### config.mk
export PLATFORM = sky130hd
export DESIGN_NAME = bus_address_tokenizer_top
export DESIGN_NICKNAME = d
export VERILOG_FILES = /design/src/sv/bat_pkg.sv /design/src/sv/bat_front.sv /design/src/sv/bat_queue.sv /design/src/sv/bat_back.sv /design/src/sv/bus_address_tokenizer_top.sv
export SDC_FILE = /design/constraint.sdc
export NUM_CORES = 1
export LEC_CHECK = 0
export BUFFER_PORTS_ARGS = -buffer_cell sky130_fd_sc_hd__buf_2
export CAP_MARGIN = 25
export CORE_MARGIN = 1
export CORE_UTILIZATION = 55
export CTS_CLUSTER_DIAMETER = 80
export DETAILED_ROUTE_END_ITERATION = 8
export GPL_TIMING_DRIVEN = 0
export PLACE_DENSITY = 0.74
export SLEW_MARGIN = 20
export SYNTH_ARGS = -nofsm -noshare
export SYNTH_HDL_FRONTEND = slang
export SYNTH_SLANG_ARGS = --single-unit
### constraint.sdc
create_clock -name clk_i -period 4 [get_ports clk_i]
set_input_delay 0.2 -clock clk_i [delete_from_list [all_inputs] [get_ports clk_i]]
set_output_delay 0.2 -clock clk_i [all_outputs]
set_load 0.01 [all_outputs]
### src/sv/bat_pkg.sv
// Package for the bus address tokenizer: token and part codes, character
// constants and the record passed from the front end to the back end.
// No dependencies.
package bat_pkg;

  // Token codes seen on token_kind_o.
  typedef enum logic [3:0] {
    TK_TRANSPORT_CHAR = 4'd0,
    TK_KEY_CHAR       = 4'd1,
    TK_VALUE_BYTE     = 4'd2,
    TK_END_TRANSPORT  = 4'd3,
    TK_END_KEY        = 4'd4,
    TK_END_VALUE      = 4'd5,
    TK_END_ADDRESS    = 4'd6,
    TK_DONE           = 4'd7,
    TK_ERROR          = 4'd8
  } tok_kind_e;

  // Part of the address that is currently open.
  typedef enum logic [1:0] {
    PART_TRANSPORT = 2'd0,
    PART_KEY       = 2'd1,
    PART_VALUE     = 2'd2
  } part_e;

  // Most tokens that one character can produce.
  localparam int unsigned MaxTokens = 4;

  // Characters with a meaning to the parser.
  localparam logic [7:0] CH_SEMI    = 8'h3B;
  localparam logic [7:0] CH_COMMA   = 8'h2C;
  localparam logic [7:0] CH_EQUALS  = 8'h3D;
  localparam logic [7:0] CH_COLON   = 8'h3A;
  localparam logic [7:0] CH_PERCENT = 8'h25;
  localparam logic [7:0] CH_DIG_0   = 8'h30;
  localparam logic [7:0] CH_DIG_9   = 8'h39;
  localparam logic [7:0] CH_UP_A    = 8'h41;
  localparam logic [7:0] CH_UP_F    = 8'h46;
  localparam logic [7:0] CH_LO_A    = 8'h61;
  localparam logic [7:0] CH_LO_F    = 8'h66;

  // All tokens caused by one character. Only the first token can carry
  // data; last_idx is the index of the final token.
  typedef struct packed {
    logic [1:0]                  last_idx;
    logic [7:0]                  data;
    tok_kind_e [MaxTokens-1:0]   kinds;
  } bundle_t;

endpackage

### src/sv/bat_front.sv
// Front end of the bus address tokenizer: takes one character a cycle while accept_i is high,
// tracks the open part and percent decoding, and builds a token bundle.
// Depends on bat_pkg.
module bat_front import bat_pkg::*; (
  input  logic       clk_i,
  input  logic       rst_ni,
  input  logic       accept_i,
  input  logic [7:0] char_byte_i,
  input  logic       is_end_i,
  output logic       push_o,
  output bundle_t    bundle_o
);

  part_e      part_q, part_d;
  logic       addr_open_q, addr_open_d;
  logic       stopped_q, stopped_d;
  logic [1:0] hex_left_q, hex_left_d;
  logic [7:0] hex_acc_q, hex_acc_d;

  logic [2:0] n;
  logic       is_sep;
  logic       flush;
  logic [7:0] flush_byte;
  logic [7:0] acc_next;
  logic [3:0] hex_val;

  // Value of a hex digit; any other character counts as zero.
  always_comb begin
    if (char_byte_i >= CH_DIG_0 && char_byte_i <= CH_DIG_9) begin
      hex_val = 4'(char_byte_i - CH_DIG_0);
    end else if (char_byte_i >= CH_UP_A && char_byte_i <= CH_UP_F) begin
      hex_val = 4'(char_byte_i - CH_UP_A + 8'd10);
    end else if (char_byte_i >= CH_LO_A && char_byte_i <= CH_LO_F) begin
      hex_val = 4'(char_byte_i - CH_LO_A + 8'd10);
    end else begin
      hex_val = 4'd0;
    end
  end

  assign is_sep     = (char_byte_i == CH_SEMI) || (char_byte_i == CH_COMMA);
  assign flush      = (hex_left_q != 2'd0);
  // Missing digits of a cut-short sequence are taken as zero.
  assign flush_byte = (hex_left_q == 2'd1) ? {hex_acc_q[3:0], 4'd0} : 8'd0;
  assign acc_next   = {hex_acc_q[3:0], hex_val};

  // Parse decision and token bundle for the character on the input.
  always_comb begin
    part_d          = part_q;
    addr_open_d     = addr_open_q;
    stopped_d       = stopped_q;
    hex_left_d      = hex_left_q;
    hex_acc_d       = hex_acc_q;
    n               = 3'd0;
    bundle_o.data   = 8'd0;
    bundle_o.kinds  = '{default: TK_DONE};

    if (is_end_i) begin
      if (!stopped_q) begin
        if (part_q == PART_VALUE) begin
          if (flush) begin
            bundle_o.kinds[n[1:0]] = TK_VALUE_BYTE;
            bundle_o.data          = flush_byte;
            n                      = n + 3'd1;
          end
          bundle_o.kinds[n[1:0]] = TK_END_VALUE;
          n                      = n + 3'd1;
          bundle_o.kinds[n[1:0]] = TK_END_ADDRESS;
          n                      = n + 3'd1;
          bundle_o.kinds[n[1:0]] = TK_DONE;
          n                      = n + 3'd1;
        end else begin
          bundle_o.kinds[0] = addr_open_q ? TK_ERROR : TK_DONE;
          n                 = 3'd1;
        end
      end
      // The end marker always returns the parser to its reset state.
      part_d      = PART_TRANSPORT;
      addr_open_d = 1'b0;
      stopped_d   = 1'b0;
      hex_left_d  = 2'd0;
      hex_acc_d   = 8'd0;
    end else if (stopped_q) begin
      n = 3'd0;
    end else if (is_sep) begin
      if (part_q != PART_VALUE) begin
        bundle_o.kinds[0] = addr_open_q ? TK_ERROR : TK_DONE;
        n                 = 3'd1;
        stopped_d         = 1'b1;
        hex_left_d        = 2'd0;
        hex_acc_d         = 8'd0;
      end else begin
        if (flush) begin
          bundle_o.kinds[n[1:0]] = TK_VALUE_BYTE;
          bundle_o.data          = flush_byte;
          n                      = n + 3'd1;
        end
        hex_left_d             = 2'd0;
        hex_acc_d              = 8'd0;
        bundle_o.kinds[n[1:0]] = TK_END_VALUE;
        n                      = n + 3'd1;
        if (char_byte_i == CH_COMMA) begin
          part_d = PART_KEY;
        end else begin
          bundle_o.kinds[n[1:0]] = TK_END_ADDRESS;
          n                      = n + 3'd1;
          part_d                 = PART_TRANSPORT;
          addr_open_d            = 1'b0;
        end
      end
    end else begin
      addr_open_d = 1'b1;
      if (char_byte_i == CH_EQUALS) begin
        if (part_q != PART_KEY) begin
          bundle_o.kinds[0] = TK_ERROR;
          stopped_d         = 1'b1;
        end else begin
          bundle_o.kinds[0] = TK_END_KEY;
          part_d            = PART_VALUE;
        end
        n          = 3'd1;
        hex_left_d = 2'd0;
        hex_acc_d  = 8'd0;
      end else if (char_byte_i == CH_COLON) begin
        n = 3'd1;
        if (part_q == PART_KEY || part_q == PART_VALUE) begin
          bundle_o.kinds[0] = TK_ERROR;
          stopped_d         = 1'b1;
          hex_left_d        = 2'd0;
          hex_acc_d         = 8'd0;
        end else begin
          bundle_o.kinds[0] = TK_END_TRANSPORT;
          part_d            = PART_KEY;
        end
      end else if (part_q == PART_VALUE) begin
        if (flush) begin
          // Collect one more hex digit; the byte is out after the second.
          hex_left_d = hex_left_q - 2'd1;
          if (hex_left_q == 2'd1) begin
            bundle_o.kinds[0] = TK_VALUE_BYTE;
            bundle_o.data     = acc_next;
            n                 = 3'd1;
            hex_acc_d         = 8'd0;
          end else begin
            hex_acc_d = acc_next;
          end
        end else if (char_byte_i == CH_PERCENT) begin
          hex_left_d = 2'd2;
          hex_acc_d  = 8'd0;
        end else begin
          bundle_o.kinds[0] = TK_VALUE_BYTE;
          bundle_o.data     = char_byte_i;
          n                 = 3'd1;
        end
      end else if (part_q == PART_KEY) begin
        bundle_o.kinds[0] = TK_KEY_CHAR;
        bundle_o.data     = char_byte_i;
        n                 = 3'd1;
      end else begin
        bundle_o.kinds[0] = TK_TRANSPORT_CHAR;
        bundle_o.data     = char_byte_i;
        n                 = 3'd1;
      end
    end

    bundle_o.last_idx = 2'(n - 3'd1);
  end

  assign push_o = accept_i && (n != 3'd0);

  // Parser state advances on every accepted transfer.
  always_ff @(posedge clk_i or negedge rst_ni) begin
    if (!rst_ni) begin
      part_q      <= PART_TRANSPORT;
      addr_open_q <= 1'b0;
      stopped_q   <= 1'b0;
      hex_left_q  <= 2'd0;
      hex_acc_q   <= 8'd0;
    end else if (accept_i) begin
      part_q      <= part_d;
      addr_open_q <= addr_open_d;
      stopped_q   <= stopped_d;
      hex_left_q  <= hex_left_d;
      hex_acc_q   <= hex_acc_d;
    end
  end

endmodule

### src/sv/bat_queue.sv
// Short queue of token bundles between the front end and the back end.
// Depends on bat_pkg.
module bat_queue import bat_pkg::*; #(
  parameter int unsigned Depth = 2
) (
  input  logic    clk_i,
  input  logic    rst_ni,
  input  logic    push_i,
  input  bundle_t push_data_i,
  input  logic    pop_i,
  output bundle_t head_o,
  output logic    full_o,
  output logic    empty_o
);

  localparam int unsigned PtrW = (Depth > 1) ? $clog2(Depth) : 1;
  localparam int unsigned CntW = $clog2(Depth + 1);

  bundle_t             slots_q [Depth];
  logic [PtrW-1:0]     wr_ptr_q, wr_ptr_d;
  logic [PtrW-1:0]     rd_ptr_q, rd_ptr_d;
  logic [CntW-1:0]     count_q, count_d;

  assign full_o  = (count_q == CntW'(Depth));
  assign empty_o = (count_q == '0);
  assign head_o  = slots_q[rd_ptr_q];

  // Pointer and fill count updates.
  always_comb begin
    wr_ptr_d = wr_ptr_q;
    rd_ptr_d = rd_ptr_q;
    count_d  = count_q;
    if (push_i) begin
      wr_ptr_d = (wr_ptr_q == PtrW'(Depth - 1)) ? '0 : wr_ptr_q + PtrW'(1);
    end
    if (pop_i) begin
      rd_ptr_d = (rd_ptr_q == PtrW'(Depth - 1)) ? '0 : rd_ptr_q + PtrW'(1);
    end
    if (push_i && !pop_i) begin
      count_d = count_q + CntW'(1);
    end else if (pop_i && !push_i) begin
      count_d = count_q - CntW'(1);
    end
  end

  always_ff @(posedge clk_i or negedge rst_ni) begin
    if (!rst_ni) begin
      wr_ptr_q <= '0;
      rd_ptr_q <= '0;
      count_q  <= '0;
    end else begin
      wr_ptr_q <= wr_ptr_d;
      rd_ptr_q <= rd_ptr_d;
      count_q  <= count_d;
    end
  end

  // Bundle storage.
  always_ff @(posedge clk_i) begin
    if (push_i) begin
      slots_q[wr_ptr_q] <= push_data_i;
    end
  end

endmodule

### src/sv/bat_back.sv
// Back end of the bus address tokenizer: sends the head bundle's tokens one
// a cycle through an output register unless stalled. Depends on bat_pkg.
module bat_back import bat_pkg::*; (
  input  logic       clk_i,
  input  logic       rst_ni,
  input  bundle_t    head_i,
  input  logic       head_valid_i,
  output logic       pop_o,
  output logic       out_valid_o,
  input  logic       out_ready_i,
  output logic [3:0] token_kind_o,
  output logic [7:0] token_data_o,
  output logic       last_of_run_o
);

  logic [1:0] tok_idx_q, tok_idx_d;
  logic       valid_q, valid_d;
  logic [3:0] kind_q, kind_d;
  logic [7:0] data_q, data_d;
  logic       last_q, last_d;
  logic       load;
  logic       is_last;

  assign load    = head_valid_i && (!valid_q || out_ready_i);
  assign is_last = (tok_idx_q == head_i.last_idx);
  assign pop_o   = load && is_last;

  // Next token into the output register.
  always_comb begin
    tok_idx_d = tok_idx_q;
    kind_d    = kind_q;
    data_d    = data_q;
    last_d    = last_q;
    valid_d   = valid_q && !out_ready_i;
    if (load) begin
      valid_d   = 1'b1;
      kind_d    = head_i.kinds[tok_idx_q];
      data_d    = (tok_idx_q == 2'd0) ? head_i.data : 8'd0;
      last_d    = is_last;
      tok_idx_d = is_last ? 2'd0 : tok_idx_q + 2'd1;
    end
  end

  always_ff @(posedge clk_i or negedge rst_ni) begin
    if (!rst_ni) begin
      tok_idx_q <= 2'd0;
      valid_q   <= 1'b0;
    end else begin
      tok_idx_q <= tok_idx_d;
      valid_q   <= valid_d;
    end
  end

  always_ff @(posedge clk_i) begin
    kind_q <= kind_d;
    data_q <= data_d;
    last_q <= last_d;
  end

  assign out_valid_o   = valid_q;
  assign token_kind_o  = kind_q;
  assign token_data_o  = data_q;
  assign last_of_run_o = last_q;

endmodule

### src/sv/bus_address_tokenizer_top.sv
// Top level of the bus address tokenizer: front end, bundle queue and
// back end. Depends on bat_pkg, bat_front, bat_queue and bat_back.
//
//   Channel  Direction  Handshake                  Payload
//   in       input      in_valid_i / in_ready_o    char_byte_i, is_end_i
//   out      output     out_valid_o / out_ready_i  token_kind_o, token_data_o,
//                                                  last_of_run_o
//
// The front end takes one character every cycle while the queue has room.
// The back end sends one token a cycle while out_ready_i is high; a
// character that gives k tokens (k is at most four) holds the output
// until all are sent; the output register limits rate on multi-token runs.
// Reset clears parser state, queue pointers and the output valid flag.
// A stalled output fills the queue, after which in_ready_o falls.
module bus_address_tokenizer_top import bat_pkg::*; #(
  parameter int unsigned QueueDepth = 2
) (
  input  logic       clk_i,
  input  logic       rst_ni,
  input  logic       in_valid_i,
  output logic       in_ready_o,
  input  logic [7:0] char_byte_i,
  input  logic       is_end_i,
  output logic       out_valid_o,
  input  logic       out_ready_i,
  output logic [3:0] token_kind_o,
  output logic [7:0] token_data_o,
  output logic       last_of_run_o
);

  logic    accept;
  logic    push;
  logic    pop;
  logic    q_full;
  logic    q_empty;
  bundle_t push_bundle;
  bundle_t head_bundle;

  assign in_ready_o = !q_full;
  assign accept     = in_valid_i && in_ready_o;

  // Character classification and parser state.
  bat_front u_front (
    .clk_i       (clk_i),
    .rst_ni      (rst_ni),
    .accept_i    (accept),
    .char_byte_i (char_byte_i),
    .is_end_i    (is_end_i),
    .push_o      (push),
    .bundle_o    (push_bundle)
  );

  // Decoupling queue.
  bat_queue #(
    .Depth (QueueDepth)
  ) u_queue (
    .clk_i       (clk_i),
    .rst_ni      (rst_ni),
    .push_i      (push),
    .push_data_i (push_bundle),
    .pop_i       (pop),
    .head_o      (head_bundle),
    .full_o      (q_full),
    .empty_o     (q_empty)
  );

  // Token serialiser and output register.
  bat_back u_back (
    .clk_i         (clk_i),
    .rst_ni        (rst_ni),
    .head_i        (head_bundle),
    .head_valid_i  (!q_empty),
    .pop_o         (pop),
    .out_valid_o   (out_valid_o),
    .out_ready_i   (out_ready_i),
    .token_kind_o  (token_kind_o),
    .token_data_o  (token_data_o),
    .last_of_run_o (last_of_run_o)
  );

`ifndef ASSERT_OFF
  // The front end never pushes into a full queue.
  assert property (@(posedge clk_i) disable iff (!rst_ni) push |-> !q_full)
    else $error("bundle pushed into a full queue");

  // Tokens without a character carry zero data.
  assert property (@(posedge clk_i) disable iff (!rst_ni)
    out_valid_o && token_kind_o != TK_TRANSPORT_CHAR && token_kind_o != TK_KEY_CHAR &&
    token_kind_o != TK_VALUE_BYTE |-> token_data_o == 8'd0)
    else $error("non-character token with data");

  // Done and error always close the run of a transfer.
  assert property (@(posedge clk_i) disable iff (!rst_ni)
    out_valid_o && (token_kind_o == TK_DONE || token_kind_o == TK_ERROR) |-> last_of_run_o)
    else $error("done or error not last of run");
`endif

endmodule
==> flow_metrics.tcl, run 1 <==
set metrics [dict create \
    htreeDepth 3 \
    synthCells 301 \
    grt_pass1_vias 2342 \
    core_um2 5990 \
    cp.required_ps 3960 \
    avgSynthCellArea_um2 11.4 \
    relSlewSlack_pct 46.8 \
    crit_fanout 17 \
    ff_latch_area_um2 1840 \
    min_to "u_front.stopped_q" \
    yosys.area.top_type "edfxtp_1" \
    fill_cells 477 \
    post_cts_buffers 0 \
    fmax_mhz 278 \
    clkLatencyLatePin_ps 330 \
    path_cells "inv_1 > ha_1 > clkbuf_1 > nor2b_1 > a31oi_1 > a21oi_1 > nand3_1 > a31oi_1 > ha_1 > a21oi_1 > and2_1" \
    worst-r2r-cell-count 11 \
    period_share_pct 90.0 \
    drv_cap 0 \
    hp-class "primary input to flip-flop" \
    holdPathStages 2 \
    r2r-end "u_queue.slots_q[1][18]" \
    grt_max_degree 19 \
    syn2layout_area_growth_pct 13.3 \
    critPathArrivalTime_ps 3560 \
    synthTopCellsByArea "edfxtp_1, dfrtp_1, ha_1" \
    stdcell_count 420 \
    cts_tree "yes" \
    diodes 0 \
    dr.pass1.iters 6 \
    final_nets 368 \
    num_rows 28 \
    grt_pass1_wl_um 11200 \
    cts-root-buf "clkbuf_8" \
    dpl.hpwl_um 4860 \
    slowest_stage "and2_1" \
    clock-sinks 64 \
    period_minus_slack_ps 3600 \
    cts_max_path_buffers 2 \
    setup_viol 0 \
    synth_fp_nets 329 \
    startpoint "u_front.part_q[0]" \
    routed_via_density 5.74 \
    ir_worst_vdd_mv 0.408 \
    yosys_most_used_dff "edfxtp_1" \
    grt_util_all_layers_pct 23.0 \
    ff2ff_setup_slack_ps 400 \
    hold_violations 0 \
    outcome "finished, final reports clean" \
    gr-total-overflow 0 \
    fin_util_pct 65.1 \
    hold_buffers 1 \
    min_from "in_valid_i" \
    mappedNetlistArea_um2 3440 \
    synth_top_area_share_pct 41.0 \
    r2r-start "u_front.part_q[0]" \
    synth_edf_count 47 \
    drc 0 \
    post_drt_wl_per_cell_um 15.9 \
    tightestPinTransition_ps 797 \
    vias 2412 \
    ios 28 \
    placed_cell_area_um2 3680 \
    path_class "flip-flop to flip-flop" \
    die_x_um 81.1 \
    first_iter_violations 107 \
    drv_slew 0 \
    fp.dieH_um 81.1 \
    synth_seq_area_share_pct 53.3 \
    dp_cells 403 \
    final_area_um2 3900 \
    fp.dieArea_um2 6580 \
    gp_congestion 0.933 \
    cts_buffers 9 \
    critPathMaxStageDelay_ps 710 \
    powerDensity_nw_per_um2 603 \
    rsz0062_at_grt "false" \
    ys_types 51 \
    clkSlewWorstSetupHoldPaths_ps 80 \
    worstSetupEndpointType "flip-flop" \
    fin_skew_ps 11.2 \
    routed_wl_um 6660 \
    antenna_found_initial 0 \
    fin_setup_tns_ps 0 \
    ant_nets 0 \
    cp-start-kind "flip-flop" \
    leakagePower_nw 1.51 \
    io_buffers 26 \
    power_mw 2.35 \
    drive_gt1_share_pct 17.1 \
    start_util_pct 57.5 \
    ys_warn_count 0 \
    cts_resized 0 \
    ys_ff_latch 64 \
    async_flop_share_pct 26.6 \
    multiInputGateArea_um2 1500 \
]
==> logic make-up (layout without fill, tap and decap cells) <==
family                     Yosys count  in the layout  synth area share [%]
AOI/OAI and AO/OA                   52             52                  10.3
adders and majority gates           15             15                  5.45
DFF                                 64             64                  53.3
muxes                               23             23                  7.59
xor gates and xnor gates             8              8                  2.03
buffers and inverters               28             72                  3.12
and+or+nand+nor                    111            111                  18.2
==> stage by stage <==
stage	hold slack, ps	setup slack [ps]
floorplan	-95.6	752
global placement	164	-37.0
detailed placement	166	441
CTS	85.1	395
global route	99.8	62.1
finish	99.0	402
==> registers in the layout (all words and copies together) (netlist names), 2 cells and up <==
name and flops:
u_back.tok_idx_q 2, u_queue.slots_q 34, u_front.hex_acc_q 4, u_queue.count_q 2, u_front.hex_left_q 2, u_back.token_data_o 8, u_front.part_q 2, u_back.token_kind_o 4
==> final cells by class <==
| class | instances | area share, % |
|---|---|---|
| well taps | 75 | 2.40 |
| inverters | 15 | 1.44 |
| clock inverters | 6 | 2.15 |
| multi-input cells | 209 | 38.5 |
| flip-flops and latches | 64 | 47.1 |
| plain buffers | 13 | 1.31 |
| clock buffers | 10 | 3.27 |
| repair buffers | 28 | 3.88 |
==> how the worst max path moves through the flow <==
stage	cells past startpoint	end	slack, ps
2_1_floorplan	11	u_queue.slots_q[0][0]	750
3_3_place_gp	11	u_queue.slots_q[0][17]	-40
3_5_place_dp	11	u_queue.slots_q[1][17]	440
4_1_cts	11	u_queue.slots_q[1][18]	390
5_1_grt	11	u_queue.slots_q[1][18]	60
6_report	11	u_queue.slots_q[1][18]	400
==> where the power goes <==
group          internal [mW]  switching, mW  leakage (nW)
Combinational          0.305          0.420         0.764
Sequential             0.957         0.0769         0.646
Clock                  0.348          0.246        0.0999
==> placed cells by master, fill, tap and decap left out, types with 4 or more instances in the layout <==
master / Yosys / layout
edfxtp_1: 47 / 47
dfrtp_1: 17 / 17
clkbuf_1: 10 / 11
or3_1: 5 / 5
nand2b_1: 5 / 5
buf_2: 2 / 28
inv_1: 15 / 15
a31oi_1: 5 / 5
nand2_1: 27 / 27
nor2b_1: 18 / 17
or2_2: 4 / 4
xnor2_1: 5 / 5
clkbuf_8: 0 / 9
nor2_1: 12 / 12
mux2_2: 5 / 5
nand3b_1: 7 / 7
mux2i_1: 16 / 16
nor4_1: 4 / 4
ha_1: 15 / 15
nand3_1: 11 / 11
o21ai_0: 7 / 7
a21oi_1: 12 / 12
==> cell usage after synthesis (2+ instances only) <==
| cell type | instances |
|---|---|
| edfxtp_1 | 47 |
| nand2_1 | 27 |
| nor2b_1 | 18 |
| dfrtp_1 | 17 |
| mux2i_1 | 16 |
| ha_1 | 15 |
| inv_1 | 15 |
| a21oi_1 | 12 |
| nor2_1 | 12 |
| nand3_1 | 11 |
| clkbuf_1 | 10 |
| nand3b_1 | 7 |
| o21ai_0 | 7 |
| a31oi_1 | 5 |
| mux2_2 | 5 |
| nand2b_1 | 5 |
| or3_1 | 5 |
| xnor2_1 | 5 |
| nor4_1 | 4 |
| or2_2 | 4 |
| and2_1 | 3 |
| nor3b_1 | 3 |
| o211ai_1 | 3 |
| o21a_1 | 3 |
| o22ai_1 | 3 |
| or4_1 | 3 |
| xor2_1 | 3 |
| a21o_1 | 2 |
| a221o_1 | 2 |
| a2bb2oi_1 | 2 |
| buf_2 | 2 |
| mux4_2 | 2 |
| nand4bb_1 | 2 |
| nor3_1 | 2 |
| o2bb2ai_1 | 2 |
| o311ai_0 | 2 |
==> routing by layer <==
layer | up-vias | global-route usage (%) | share of wire, %
met5 | - | 0 | 0
met4 | 0 | 7.68 | 1.1
met3 | 5 | 4.72 | 3.0
met2 | 52 | 38.7 | 49
met1 | 1169 | 29.4 | 47
li1 | 1186 | - | -
==> critical path, delay by kind of cell, from the launching register on <==
| kind | cells | cell delay (ps) |
|---|---|---|
| and+or+nand+nor | 3 | 1060 |
| AOI/OAI and AO/OA | 4 | 1030 |
| adders and majority gates | 2 | 450 |
| DFF | 1 | 380 |
| buffers and inverters | 2 | 290 |
No activity file was read; power rests on OpenSTA's default activity.
==> run 2, diff against run 1 <==
--- a/config.mk
+++ b/config.mk
@@ -12,7 +12,7 @@
 export CTS_CLUSTER_DIAMETER = 80
 export DETAILED_ROUTE_END_ITERATION = 8
 export GPL_TIMING_DRIVEN = 0
-export PLACE_DENSITY = 0.74
+export PLACE_DENSITY = 0.77
 export SLEW_MARGIN = 20
 export SYNTH_ARGS = -nofsm -noshare
 export SYNTH_HDL_FRONTEND = slang
==> run 2 against run 1 <==
Clock-buffer cell count stayed put. Sequential share of layout area stayed put. Critical path depth unchanged. Final cell count unchanged. Via count increased by 1.2%. Register-to-register slack better by 50 ps. Sequential power hardly changed. Total power shrank 0.16%. Die area stayed put. Critical endpoint is now u_queue.slots_q[1][4]. Combinational power is essentially flat. First-iteration DRC count decreased by 4.7%.
==> flow_metrics.tcl, run 2 (synthesis gave the netlist of run 1 again) <==
set metrics [dict create \
    ff_latch_area_um2 1840 \
    fmax_mhz 282 \
    leakagePower_nw 1.51 \
    syn2layout_area_growth_pct 13.3 \
    path_delay_family "simple AND/OR/NAND/NOR gates" \
    io_buffers 26 \
    relSlewSlack_pct 46.5 \
    htreeDepth 3 \
    worstSetupEndpointType "flip-flop" \
    cts_resized 0 \
    clock-sinks 64 \
    largest_reg_flops 34 \
    dp_cells 403 \
    hold_ws_ps 106 \
    rsz0062_at_grt "false" \
    setup_viol 0 \
    cts_buffers 9 \
    routed_wl_um 6660 \
    grt_util_all_layers_pct 22.4 \
    cts_tree "yes" \
    period_share_pct 88.6 \
    fill_cells 470 \
    slowest_stage "and2_1" \
    fp.dieArea_um2 6580 \
    crit_buf_inv 2 \
    grt_max_degree 19 \
    seq_power_share_pct 44.1 \
    post_drt_wl_per_cell_um 15.9 \
    drv_slew 0 \
    clkLatencyLatePin_ps 320 \
    p_sw_share_pct 31.5 \
    grt_pass1_vias 2303 \
    ant_nets 0 \
    cp-start-kind "flip-flop" \
    drv_cap 0 \
    gp_congestion 0.897 \
    ir_worst_vdd_mv 0.393 \
    drive_gt1_share_pct 16.8 \
    diodes 0 \
    combPwrFrac_pct 31.0 \
    fp.dieH_um 81.1 \
    antenna_found_initial 0 \
    cp.required_ps 3950 \
    fin_setup_tns_ps 0 \
    gr-total-overflow 0 \
    outcome "finished, final reports clean" \
    final_area_um2 3900 \
    use_met3_pct 4.61 \
    start_util_pct 57.5 \
    vias 2442 \
    final_nets 368 \
    switchingPower_uw 740 \
    layout_commonest_cell "edfxtp_1" \
    cp_num_cells 11 \
    hold_buffers 1 \
    stdcell_count 420 \
    period_minus_slack_ps 3550 \
    critPathMaxStageDelay_ps 710 \
    fin_util_pct 65.1 \
    multiInputGateArea_um2 1500 \
    cts_max_path_buffers 2 \
    holdPathStages 2 \
    tightestPinTransition_ps 802 \
    p_clk_share_pct 24.9 \
    busiest_layer "met2" \
    worst-r2r-cell-count 11 \
    path_class "flip-flop to flip-flop" \
    grt_pass1_wl_um 11000 \
    first_iter_violations 102 \
    clkSlewWorstSetupHoldPaths_ps 70 \
    critPathArrivalTime_ps 3490 \
    grt_use_met2_pct 37.0 \
    post_cts_buffers 0 \
    die_x_um 81.1 \
    dr.pass1.iters 5 \
    placed_cell_area_um2 3680 \
    hold_violations 0 \
    internal_power_mw 1.61 \
    crit_fanout 17 \
    dpl.hpwl_um 4910 \
    use_met1_pct 29.1 \
    routed_via_density 5.81 \
    powerDensity_nw_per_um2 602 \
    drc 0 \
    ios 28 \
    cts-root-buf "clkbuf_8" \
    top_register "u_queue.slots_q" \
    hp-class "primary input to flip-flop" \
    path_cells "inv_1 > ha_1 > clkbuf_1 > nor2b_1 > a31oi_1 > a21oi_1 > nand3_1 > a31oi_1 > ha_1 > a21oi_1 > and2_1" \
    fin_skew_ps 10.1 \
    num_rows 28 \
    final_cell_mix "edfxtp_1, buf_2, nand2_1, nor2b_1, dfrtp_1" \
    core_um2 5990 \
]
==> run 2: stage by stage <==
stage               setup slack [ps]  power (mW)
floorplan                        752        1.55
global placement               -53.8        1.73
detailed placement               480        1.78
CTS                              440        2.36
global route                     134        2.49
finish                           455        2.35
==> run 2: final cells by class <==
cell class              count  area share, %
clock buffers              10           3.27
well taps                  75           2.40
clock inverters             6           2.15
multi-input cells         209           38.5
plain buffers              13           1.31
repair buffers             28           3.88
flip-flops and latches     64           47.1
inverters                  15           1.44
==> run 2: power groups by stage <==
stage          Clock [mW]  Combinational, mW  Sequential [mW]
2_1_floorplan           0              0.481             1.07
4_1_cts             0.595              0.731             1.04
3_3_place_gp            0              0.695             1.04
5_1_grt             0.623              0.807             1.06
3_5_place_dp            0              0.727             1.05
6_report            0.586              0.728             1.04
==> run 2: worst paths after layout <==
kind	start	slack, ps	to
hold / removal	in_valid_i	110	u_front.stopped_q
setup reg to reg	u_front.part_q[0]	450	u_queue.slots_q[1][4]
hold reg to reg	u_queue.wr_ptr_q	510	u_queue.wr_ptr_q
max in group asynchronous	rst_ni	3360	u_back.tok_idx_q[1]
setup / recovery	u_front.part_q[0]	450	u_queue.slots_q[1][4]
min in group asynchronous	rst_ni	340	u_front.hex_left_q[0]
==> run 2: routing by layer <==
layer | up-vias | wire [um] | part of all wire [%]
li1 | 1183 | - | -
met1 | 1185 | 3010 | 45
met2 | 68 | 3330 | 50
met3 | 6 | 251 | 3.8
met4 | 0 | 65 | 0.98
met5 | - | 0 | 0
